$ cat src/rtl/cfws_pkg.sv
// Package for the circular FIFO with search.
// Command codes, status codes and the control/status structs between the
// controller and the datapath. No dependencies.
`default_nettype none
package cfws_pkg;

  localparam int DEF_SLOTS = 8;
  localparam int DATA_W    = 32;
  localparam int POS_W     = 3;
  localparam int CMD_W     = 2;
  localparam int STAT_W    = 2;

  localparam logic [CMD_W-1:0] CMD_ENQ  = 2'd0;
  localparam logic [CMD_W-1:0] CMD_DEQ  = 2'd1;
  localparam logic [CMD_W-1:0] CMD_SRCH = 2'd2;

  localparam logic [STAT_W-1:0] ST_OK       = 2'd0;
  localparam logic [STAT_W-1:0] ST_FULL     = 2'd1;
  localparam logic [STAT_W-1:0] ST_EMPTY    = 2'd2;
  localparam logic [STAT_W-1:0] ST_NOTFOUND = 2'd3;

  typedef struct packed {
    logic start;     // input transfer taken this cycle
    logic capture;   // dequeue read data lands in result
    logic step;      // advance search to next entry
    logic hit;       // search match, latch position
    logic load_out;  // move result to output register
  } dp_cmd_t;

  typedef struct packed {
    logic empty;
    logic hit;
    logic last;
    logic out_free;
  } dp_stat_t;

endpackage
`default_nettype wire

$ cat src/rtl/cfws_dp.sv
// Datapath of the circular FIFO with search: ring memory, head/tail
// indices, search pointer and counter, result and output registers.
// Depends on cfws_pkg.
`default_nettype none
module cfws_dp import cfws_pkg::*; #(
  parameter int SLOTS = DEF_SLOTS
) (
  input  logic                     clk,
  input  logic                     rst,
  input  dp_cmd_t                  ctl,
  output dp_stat_t                 st,
  input  logic [CMD_W-1:0]         cmd,
  input  logic signed [DATA_W-1:0] value_in,
  output logic                     out_valid,
  input  logic                     out_stall,
  output logic signed [DATA_W-1:0] data_out,
  output logic [POS_W-1:0]         position,
  output logic [STAT_W-1:0]        status,
  output logic                     is_empty,
  output logic                     is_full
);

  localparam int IDX_W = (SLOTS > 1) ? $clog2(SLOTS) : 1;
  localparam logic [IDX_W:0]   SLOTS_X  = (IDX_W+1)'(SLOTS);
  localparam logic [IDX_W-1:0] LAST_IDX = IDX_W'(SLOTS - 1);

  function automatic logic [IDX_W-1:0] next_slot(input logic [IDX_W-1:0] i);
    next_slot = (i == LAST_IDX) ? '0 : i + 1'b1;
  endfunction

  logic [DATA_W-1:0] mem [SLOTS];
  logic [DATA_W-1:0] rd_data;
  logic [DATA_W-1:0] key;
  logic [IDX_W-1:0]  head;
  logic [IDX_W-1:0]  tail;
  logic [IDX_W-1:0]  ptr;
  logic [IDX_W-1:0]  cnt;
  logic [DATA_W-1:0] res_data;
  logic [POS_W-1:0]  res_pos;
  logic [STAT_W-1:0] res_status;

  logic              empty;
  logic              full;
  logic [IDX_W:0]    diff;
  logic [IDX_W:0]    count;
  logic              we;
  logic              rd_en;
  logic [IDX_W-1:0]  rd_addr;
  logic [IDX_W-1:0]  head_inc;
  logic [IDX_W-1:0]  tail_inc;

  assign head_inc = next_slot(head);
  assign tail_inc = next_slot(tail);
  assign empty    = (head == tail);
  assign full     = (tail_inc == head);
  assign diff     = {1'b0, tail} - {1'b0, head};
  assign count    = (tail >= head) ? diff : diff + SLOTS_X;

  assign we      = ctl.start && (cmd == CMD_ENQ) && !full;
  assign rd_en   = (ctl.start && !empty && (cmd == CMD_DEQ || cmd == CMD_SRCH)) || ctl.step;
  assign rd_addr = ctl.start ? head_inc : ptr;

  assign st.empty    = empty;
  assign st.hit      = (rd_data == key);
  assign st.last     = (cnt == count[IDX_W-1:0]);
  assign st.out_free = !out_valid || !out_stall;

  always_ff @(posedge clk) begin
    if (we) begin
      mem[tail_inc] <= value_in;
    end
    if (rd_en) begin
      rd_data <= mem[rd_addr];
    end
  end

  always_ff @(posedge clk) begin
    if (rst) begin
      head <= '0;
      tail <= '0;
    end else if (ctl.start) begin
      if (cmd == CMD_ENQ && !full) begin
        tail <= tail_inc;
      end
      if (cmd == CMD_DEQ && !empty) begin
        head <= head_inc;
      end
    end
  end

  always_ff @(posedge clk) begin
    if (ctl.start) begin
      key      <= value_in;
      ptr      <= next_slot(head_inc);
      cnt      <= IDX_W'(1);
      res_data <= (cmd == CMD_DEQ && empty) ? '1 : '0;
      res_pos  <= '0;
      unique case (cmd)
        CMD_ENQ: begin
          res_status <= full ? ST_FULL : ST_OK;
        end
        CMD_DEQ: begin
          res_status <= empty ? ST_EMPTY : ST_OK;
        end
        CMD_SRCH: begin
          res_status <= ST_NOTFOUND;
        end
        default: begin
          res_status <= ST_OK;
        end
      endcase
    end
    if (ctl.capture) begin
      res_data <= rd_data;
    end
    if (ctl.step) begin
      ptr <= next_slot(ptr);
      cnt <= cnt + 1'b1;
    end
    if (ctl.hit) begin
      res_pos    <= POS_W'(cnt);
      res_status <= ST_OK;
    end
    if (ctl.load_out) begin
      data_out <= res_data;
      position <= res_pos;
      status   <= res_status;
      is_empty <= empty;
      is_full  <= full;
    end
  end

  always_ff @(posedge clk) begin
    if (rst) begin
      out_valid <= 1'b0;
    end else if (ctl.load_out) begin
      out_valid <= 1'b1;
    end else if (!out_stall) begin
      out_valid <= 1'b0;
    end
  end

  a_not_full_and_empty: assert property (@(posedge clk) disable iff (rst)
    !(empty && full))
    else $error("ring reports full and empty at once");

  a_step_in_range: assert property (@(posedge clk) disable iff (rst)
    ctl.step |-> ({1'b0, cnt} < count))
    else $error("search walked past newest entry");

  a_load_when_free: assert property (@(posedge clk) disable iff (rst)
    ctl.load_out |-> st.out_free)
    else $error("output register overwritten before transfer");

endmodule
`default_nettype wire

$ cat src/rtl/cfws_ctrl.sv
// Controller of the circular FIFO with search: sequences one command at a
// time through read, search walk and output hand-off. Depends on cfws_pkg.
`default_nettype none
module cfws_ctrl import cfws_pkg::*; (
  input  logic             clk,
  input  logic             rst,
  input  logic             in_valid,
  output logic             in_stall,
  input  logic [CMD_W-1:0] cmd,
  input  dp_stat_t         st,
  output dp_cmd_t          ctl
);

  localparam logic [1:0] S_IDLE = 2'd0;
  localparam logic [1:0] S_RD   = 2'd1;
  localparam logic [1:0] S_SRCH = 2'd2;
  localparam logic [1:0] S_DONE = 2'd3;

  logic [1:0] state;
  logic [1:0] state_next;

  assign in_stall = (state != S_IDLE);

  always_comb begin
    state_next = state;
    ctl        = '0;
    unique case (state)
      S_IDLE: begin
        if (in_valid) begin
          ctl.start = 1'b1;
          unique case (cmd)
            CMD_DEQ:  state_next = st.empty ? S_DONE : S_RD;
            CMD_SRCH: state_next = st.empty ? S_DONE : S_SRCH;
            default:  state_next = S_DONE;
          endcase
        end
      end
      S_RD: begin
        ctl.capture = 1'b1;
        state_next  = S_DONE;
      end
      S_SRCH: begin
        priority if (st.hit) begin
          ctl.hit    = 1'b1;
          state_next = S_DONE;
        end else if (st.last) begin
          state_next = S_DONE;
        end else begin
          ctl.step = 1'b1;
        end
      end
      S_DONE: begin
        if (st.out_free) begin
          ctl.load_out = 1'b1;
          state_next   = S_IDLE;
        end
      end
      default: begin
        state_next = S_IDLE;
      end
    endcase
  end

  always_ff @(posedge clk) begin
    if (rst) begin
      state <= S_IDLE;
    end else begin
      state <= state_next;
    end
  end

  a_one_cmd: assert property (@(posedge clk) disable iff (rst)
    $onehot0(ctl))
    else $error("more than one datapath command at once");

  a_rd_to_done: assert property (@(posedge clk) disable iff (rst)
    (state == S_RD) |=> (state == S_DONE))
    else $error("dequeue read did not finish");

  a_start_only_idle: assert property (@(posedge clk) disable iff (rst)
    ctl.start |=> (state != S_IDLE))
    else $error("accepted command left no work");

endmodule
`default_nettype wire

$ cat src/rtl/circular_fifo_with_search_top.sv
// Circular FIFO with search, one command at a time. Output registered after
// the input transfer: from the done state for enqueue, empty dequeue, search on
// an empty ring and unused codes; after a read state for dequeue; after the
// search walk for a search (one memory read per cycle). Next input taken the
// cycle after the output loads, and a stalled output delays that load.
// Reset clears head, tail, controller and output valid; ring contents are not
// cleared and no clearing pass runs. Depends on cfws_pkg, cfws_ctrl, cfws_dp.
`default_nettype none
module circular_fifo_with_search_top import cfws_pkg::*; #(
  parameter int SLOTS = DEF_SLOTS
) (
  input  logic                     clk,
  input  logic                     rst,
  input  logic                     in_valid,
  output logic                     in_stall,
  input  logic [CMD_W-1:0]         cmd,
  input  logic signed [DATA_W-1:0] value_in,
  output logic                     out_valid,
  input  logic                     out_stall,
  output logic signed [DATA_W-1:0] data_out,
  output logic [POS_W-1:0]         position,
  output logic [STAT_W-1:0]        status,
  output logic                     is_empty,
  output logic                     is_full
);

  dp_cmd_t  ctl;
  dp_stat_t st;

  cfws_ctrl u_ctrl (
    .clk      (clk),
    .rst      (rst),
    .in_valid (in_valid),
    .in_stall (in_stall),
    .cmd      (cmd),
    .st       (st),
    .ctl      (ctl)
  );

  cfws_dp #(
    .SLOTS (SLOTS)
  ) u_dp (
    .clk       (clk),
    .rst       (rst),
    .ctl       (ctl),
    .st        (st),
    .cmd       (cmd),
    .value_in  (value_in),
    .out_valid (out_valid),
    .out_stall (out_stall),
    .data_out  (data_out),
    .position  (position),
    .status    (status),
    .is_empty  (is_empty),
    .is_full   (is_full)
  );

endmodule
`default_nettype wire

$ cat config.mk
export PLATFORM = sky130hd
export DESIGN_NAME = circular_fifo_with_search_top
export DESIGN_NICKNAME = d
export VERILOG_FILES = /design/src/rtl/cfws_pkg.sv /design/src/rtl/cfws_dp.sv /design/src/rtl/cfws_ctrl.sv /design/src/rtl/circular_fifo_with_search_top.sv
export SDC_FILE = /design/constraint.sdc
export NUM_CORES = 1
export LEC_CHECK = 0
export BUFFER_PORTS_ARGS = -buffer_cell sky130_fd_sc_hd__buf_4
export CAP_MARGIN = 15
export CORE_UTILIZATION = 35
export CTS_CLUSTER_SIZE = 40
export DETAILED_ROUTE_END_ITERATION = 6
export GPL_ROUTABILITY_DRIVEN = 0
export GPL_TIMING_DRIVEN = 0
export SLEW_MARGIN = 20
export SYNTH_ARGS = -nofsm -noshare
export SYNTH_HDL_FRONTEND = slang
export SYNTH_SLANG_ARGS = --single-unit
$ cat constraint.sdc
create_clock -name clk -period 15.1 [get_ports clk]
set_clock_uncertainty 0.05 [all_clocks]
set_input_delay 0 -clock clk [delete_from_list [all_inputs] [get_ports clk]]
set_output_delay 0 -clock clk [all_outputs]
set_load 0.05 [all_outputs]
**After elaboration in Yosys (flattened, before gate mapping)**

Memory sizes are Yosys's and may differ from the RTL's. A register that Yosys moved wholly into a read port is not among the register bits.
Cells that the tools add are included.

- Register bits after elaboration: 123
- Memory bits (writable): 256
- Bits of input ports: 38
- Output and inout bits: 41
- Word-level logic and storage cells: 103
- Memories: 1

Memory list:

| memory | depth | bits a word | read ports | clocked after Yosys merged registers in | wr ports | line | text |
|---|---|---|---|---|---|---|---|
| u_dp.mem | 8 | 32 | 1 | 1 | 1 | cfws_dp.sv:31 | `logic [DATA_W-1:0] mem [SLOTS];` |

- Add/subtract/negate cells: 7
- $lt $le $gt $ge: 1
- Eq/ne operators: 17
- Multiplexer cells: 39
- Reductions and logical operators: 23

Operators by type and width:

| cell | number |
|---|---|
| $mux 32 | 3 |
| $mux 3 | 12 |
| $eq 32x32->1 | 1 |
| $add 3x1->3 const B | 6 |
| $mux 1 | 14 |
| $mux 2 | 7 |
| $eq 3x3->1 const B | 4 |
| $eq 3x3->1 | 3 |
| $pmux 2 s4 | 1 |
| $reduce_bool 2->1 | 4 |
| $logic_and 1x1->1 | 7 |
| $eq 2x2->1 const B | 3 |
| $pmux 2 s3 | 1 |
| $eq 2x1->1 const B | 2 |
| $logic_not 1->1 | 4 |
| $logic_not 2->1 | 2 |
| $ne 2x2->1 const B | 2 |
| $pmux 2 s2 | 1 |
| $reduce_and 2->1 | 2 |
| $ge 3x3->1 | 1 |
| $logic_or 1x1->1 | 3 |
| $ne 3x3->1 const B | 1 |
| $reduce_and 3->1 | 1 |
| $sub 3x3->3 | 1 |
| $ne 2x1->1 const B | 1 |

**Depth between registers and ports, before layout**

- Depth after elaboration: 8
- Gate-level depth with buffers: 10
- Gate-level depth less buffers: 9

**Modules after synthesis**

Synthesis repeated with hierarchy kept, for this count alone.

- Cells, all modules: 1102
- Area total of the unflattened synthesis: 16943.8 um^2

Modules (own cells, without submodules):

| module | times used | cells an instance | area each (um^2) | sequential area each (um^2) |
|---|---|---|---|---|
| cfws_dp | 1 | 1075 | 16683.5 | 12191.7 |
| cfws_ctrl | 1 | 27 | 260.2 | 40.0 |

**Least setup slack after synthesis**

OpenSTA, ideal clock, no wires.

- Path kind: register -> register
- From: register u_ctrl.state[0]
- To: memory u_dp.mem[0][0], enable pin
- Setup time: 0.461 ns
- Arrival: 4.269 ns
- Required time: 14.589 ns
- Slack: 10.320 ns
- Stages on the path, launching flop included: 9
- Path buffers: 1
- Clock period less this slack: 4.780 ns
- Path through: dfxtp_1 > inv_1 > ha_1 > nand2_4 > inv_1 > and3_1 > clkbuf_1 > o21ai_1 > nor3_1

RTL lines:

| what | line | text |
|---|---|---|
| start: declaration | cfws_ctrl.sv:19 | `logic [1:0] state;` |
| start signal: assignment | cfws_ctrl.sv:68 | `state <= state_next;` |
| end: declaration | cfws_dp.sv:31 |  |

==> impl_metrics.csv <==
group,metric,value,unit
power_and_ir_drop,worst_ir_drop_vdd,0.08905,mV
clock_tree,post_cts_buffers,0,
cells_and_area,antennaDiodeCount,0,
clock_tree,hold_buffers,39,
floorplan,die_h,214.7,um
power_and_ir_drop,leakage,6.705,nW
routing,via_per_inst,4.805,
sta,setup_violations,0,
critical_path,critPathLaunchType,"flip-flop",
clock_tree,cts_resized,0,
floorplan,fp.dieW,214.7,um
global_route,grt_busiest_layer,"met2",
sta,hold_violations,0,
global_route,overflow,0,
sta,tightest_slew,0.8125,ns
routing,drc,0,
sta,timing.fmax,269.8,MHz
floorplan,dieArea,46100,sq um
clock_tree,clock_latency,0.56,ns
routing,drt-initial-drc-count,464,
sta,rsz0062_at_grt,"no",
logic_synthesis,synthArstFlopShare,0,%
global_route,met3_usage,3.270,%
floorplan,rows,77,
sta,final_max_slew_viol_count,0,
clock_tree,htreeDepth,2,
sta,relSlewSlack,45.83,%
clock_tree,cts_num_sinks,411,
min_path,hp-class,"in2reg",
floorplan,io_pins,79,
logic_synthesis,synth_seq_cells,411,
critical_path,critical_path_class,"reg2reg",
clock_tree,clock_path_buffers,3,
logic_synthesis,synthCells,731,
logic_synthesis,yosysUniqueCellTypes,41,
placement,placed_cells,1422,
clock_tree,ctsRootBufferMaster,"clkbuf_16",
placement,pre_cts_slack,11.38,ns
logic_synthesis,synth_sequential_area_ratio,77.24,%
job,drv_cap,0,
routing,drt_first_pass_iters,5,
cells_and_area,stdcell_count,1543,
global_route,use_met1,20.35,%
logic_synthesis,yosysWarnings,0,
sta,fin_crit,3.707,ns
critical_path,worstPathArrival,3.91,ns
sta,min_period_over_period,24.55,%
logic_synthesis,synth_edf_count,400,
floorplan,initial_core_util,35.65,%
routing,wire_per_inst,21.44,um
sta,fin_tns_setup,0,ns
floorplan,core-area,44410,sq um
cells_and_area,drive_gt1_share,25.13,%
sta,fin_ws,11.39,ns
global_route,grt_pass1_wl,49230,um
power_and_ir_drop,power,0.003399,W
global_route,grt_pass1_vias,7627,
routing,dr_total_vias,7414,
cells_and_area,mostFrequentLayoutCells,"edfxtp_1, buf_4, clkbuf_16, mux4_1, xnor2_1",
cells_and_area,layout_commonest_cell,"edfxtp_1",
global_route,grt_max_degree,33,
critical_path,endpoint_kind,"flip-flop",
logic_synthesis,synth-main-ff-cell,"edfxtp_1",
critical_path,cp_max_fo,22,
placement,dp_hpwl,21390,um
global_route,grtUsageTotal,14.52,%
critical_path,crit_required,15.30,ns
cells_and_area,finalNetCount,972,
global_route,antenna_found_initial,1,
placement,port_buffers,77,
routing,antenna_left,0,
logic_synthesis,synthesis.area,15840,sq um
cells_and_area,utilization,43.60,%
logic_synthesis,syn_nets,788,
cells_and_area,syn2layout_area_growth,22.27,%
routing,postRouteWirelength,33090,um
logic_synthesis,syn_area_per_cell,21.66,sq um
power_and_ir_drop,power_density,175.5,nW/um^2
outcome,status,"completed",
global_route,use_met2,22.80,%
clock_tree,cts_tree,"built",
clock_tree,numCtsBuffers,44,
clock_tree,clk_pin_slew,0.06,ns
[critical path, cell delays in order, from the launching register on]
cell and delay, ns:
dfxtp_1 0.33, inv_1 0.14, ha_1 0.24, nand2_4 0.13, inv_2 0.44, buf_12 0.26
and3_1 0.17, clkbuf_1 0.23, nand2_1 0.29, nor3_2 0.58, buf_4 0.32, buf_4 0.21
[where the power goes]
| group | internal, W | leakage, nW | switching, W |
|---|---|---|---|
| clock | 0.000599 | 0.673 | 0.000423 |
| sequential | 0.00146 | 3.75 | 0.0000576 |
| combinational | 0.000399 | 2.28 | 0.000463 |
| total | 0.00246 | 6.70 | 0.000944 |
[Yosys cell counts, types with 2 or more instances]
| master | instances | area [sq um] |
|---|---|---|
| a211oi_1 | 2 | 15.01 |
| buf_12 | 7 | 140.1 |
| and3_1 | 2 | 12.51 |
| xor2_1 | 2 | 17.52 |
| nand4_1 | 8 | 50.05 |
| ha_1 | 18 | 225.2 |
| and2_1 | 5 | 31.28 |
| nand2_1 | 9 | 33.78 |
| clkbuf_1 | 19 | 71.32 |
| nor2_1 | 22 | 82.58 |
| nor4_1 | 2 | 12.51 |
| o21ai_1 | 6 | 30.03 |
| inv_1 | 11 | 41.29 |
| mux4_1 | 41 | 1077 |
| mux2_2 | 32 | 360.4 |
| a21o_1 | 32 | 240.2 |
| nand2b_1 | 4 | 25.02 |
| nand3_1 | 4 | 20.02 |
| o32ai_1 | 2 | 17.52 |
| edfxtp_1 | 400 | 12010 |
| nor3_1 | 4 | 20.02 |
| a21oi_1 | 5 | 25.02 |
| mux2i_1 | 4 | 40.04 |
| mux4_2 | 23 | 518.0 |
| dfxtp_1 | 11 | 220.2 |
| xnor2_1 | 40 | 350.3 |
| o22ai_1 | 2 | 12.51 |
[sequential cells by signal (all words and copies together) (netlist names)]
signal,flops
u_dp.head,3
u_dp.tail,3
u_dp.cnt,3
u_dp.res_data,32
u_dp.res_pos,3
u_dp.mem,256
u_dp.ptr,3
u_dp.out_valid,1
u_dp.data_out,32
u_dp.status,2
u_dp.rd_data,32
u_dp.is_empty,1
u_dp.is_full,1
u_ctrl.state,2
u_dp.res_status,2
u_dp.position,3
u_dp.key,32
[area by class of cell]
cell class	count	area, sq um
tap	592	740.7
clock buffer	57	1171
buffer	26	211.5
sequential	411	12230
timing repair buffer	138	1340
inverter	12	45.04
fill	3796	25050
clock inverter	25	197.7
multi-input combinational	282	3425
[routing by layer]
metal	up-vias	wire length (um)
met2	186	15370
met1	3799	15370
met3	59	1662
met4	2	673
met5	-	10
li1	3368	-
[final timing paths]
kind / startpoint / cells after the start / slack (ns) / end
max reg2reg: u_ctrl.state[1]$_SDFFE_PP0P_ / 11 / 11.39 / u_dp.mem[1][17]$_DFFE_PP_
min: value_in[6] / 2 / 0.17 / u_dp.mem[0][6]$_DFFE_PP_
max: u_ctrl.state[1]$_SDFFE_PP0P_ / 11 / 11.39 / u_dp.mem[1][17]$_DFFE_PP_
min reg2reg: u_dp.res_data[27]$_DFFE_PP_ / 0 / 0.36 / u_dp.data_out[27]$_DFFE_PP_
[cells by family (layout without fill, tap and decap cells)]
kind of cell | count (synthesis) | after routing | share of synthesized area, %
AOI/OAI and AO/OA | 55 | 55 | 2.473
xor gates and xnor gates | 43 | 43 | 2.426
adders and majority gates | 19 | 19 | 1.549
buffers and inverters | 38 | 258 | 1.620
DFF | 411 | 411 | 77.24
muxes | 100 | 100 | 12.60
and+or+nand+nor | 65 | 65 | 2.086
[metrics by stage]
step | hold slack (ns) | cell area (sq um)
after floorplan | 0.04887 | 15840
after global placement | 0.1921 | 17150
after detailed placement | 0.1965 | 17600
after CTS | 0.1583 | 19360
after global routing | 0.1785 | 19360
final | 0.1749 | 19360
No activity file was read; power rests on OpenSTA's default activity.
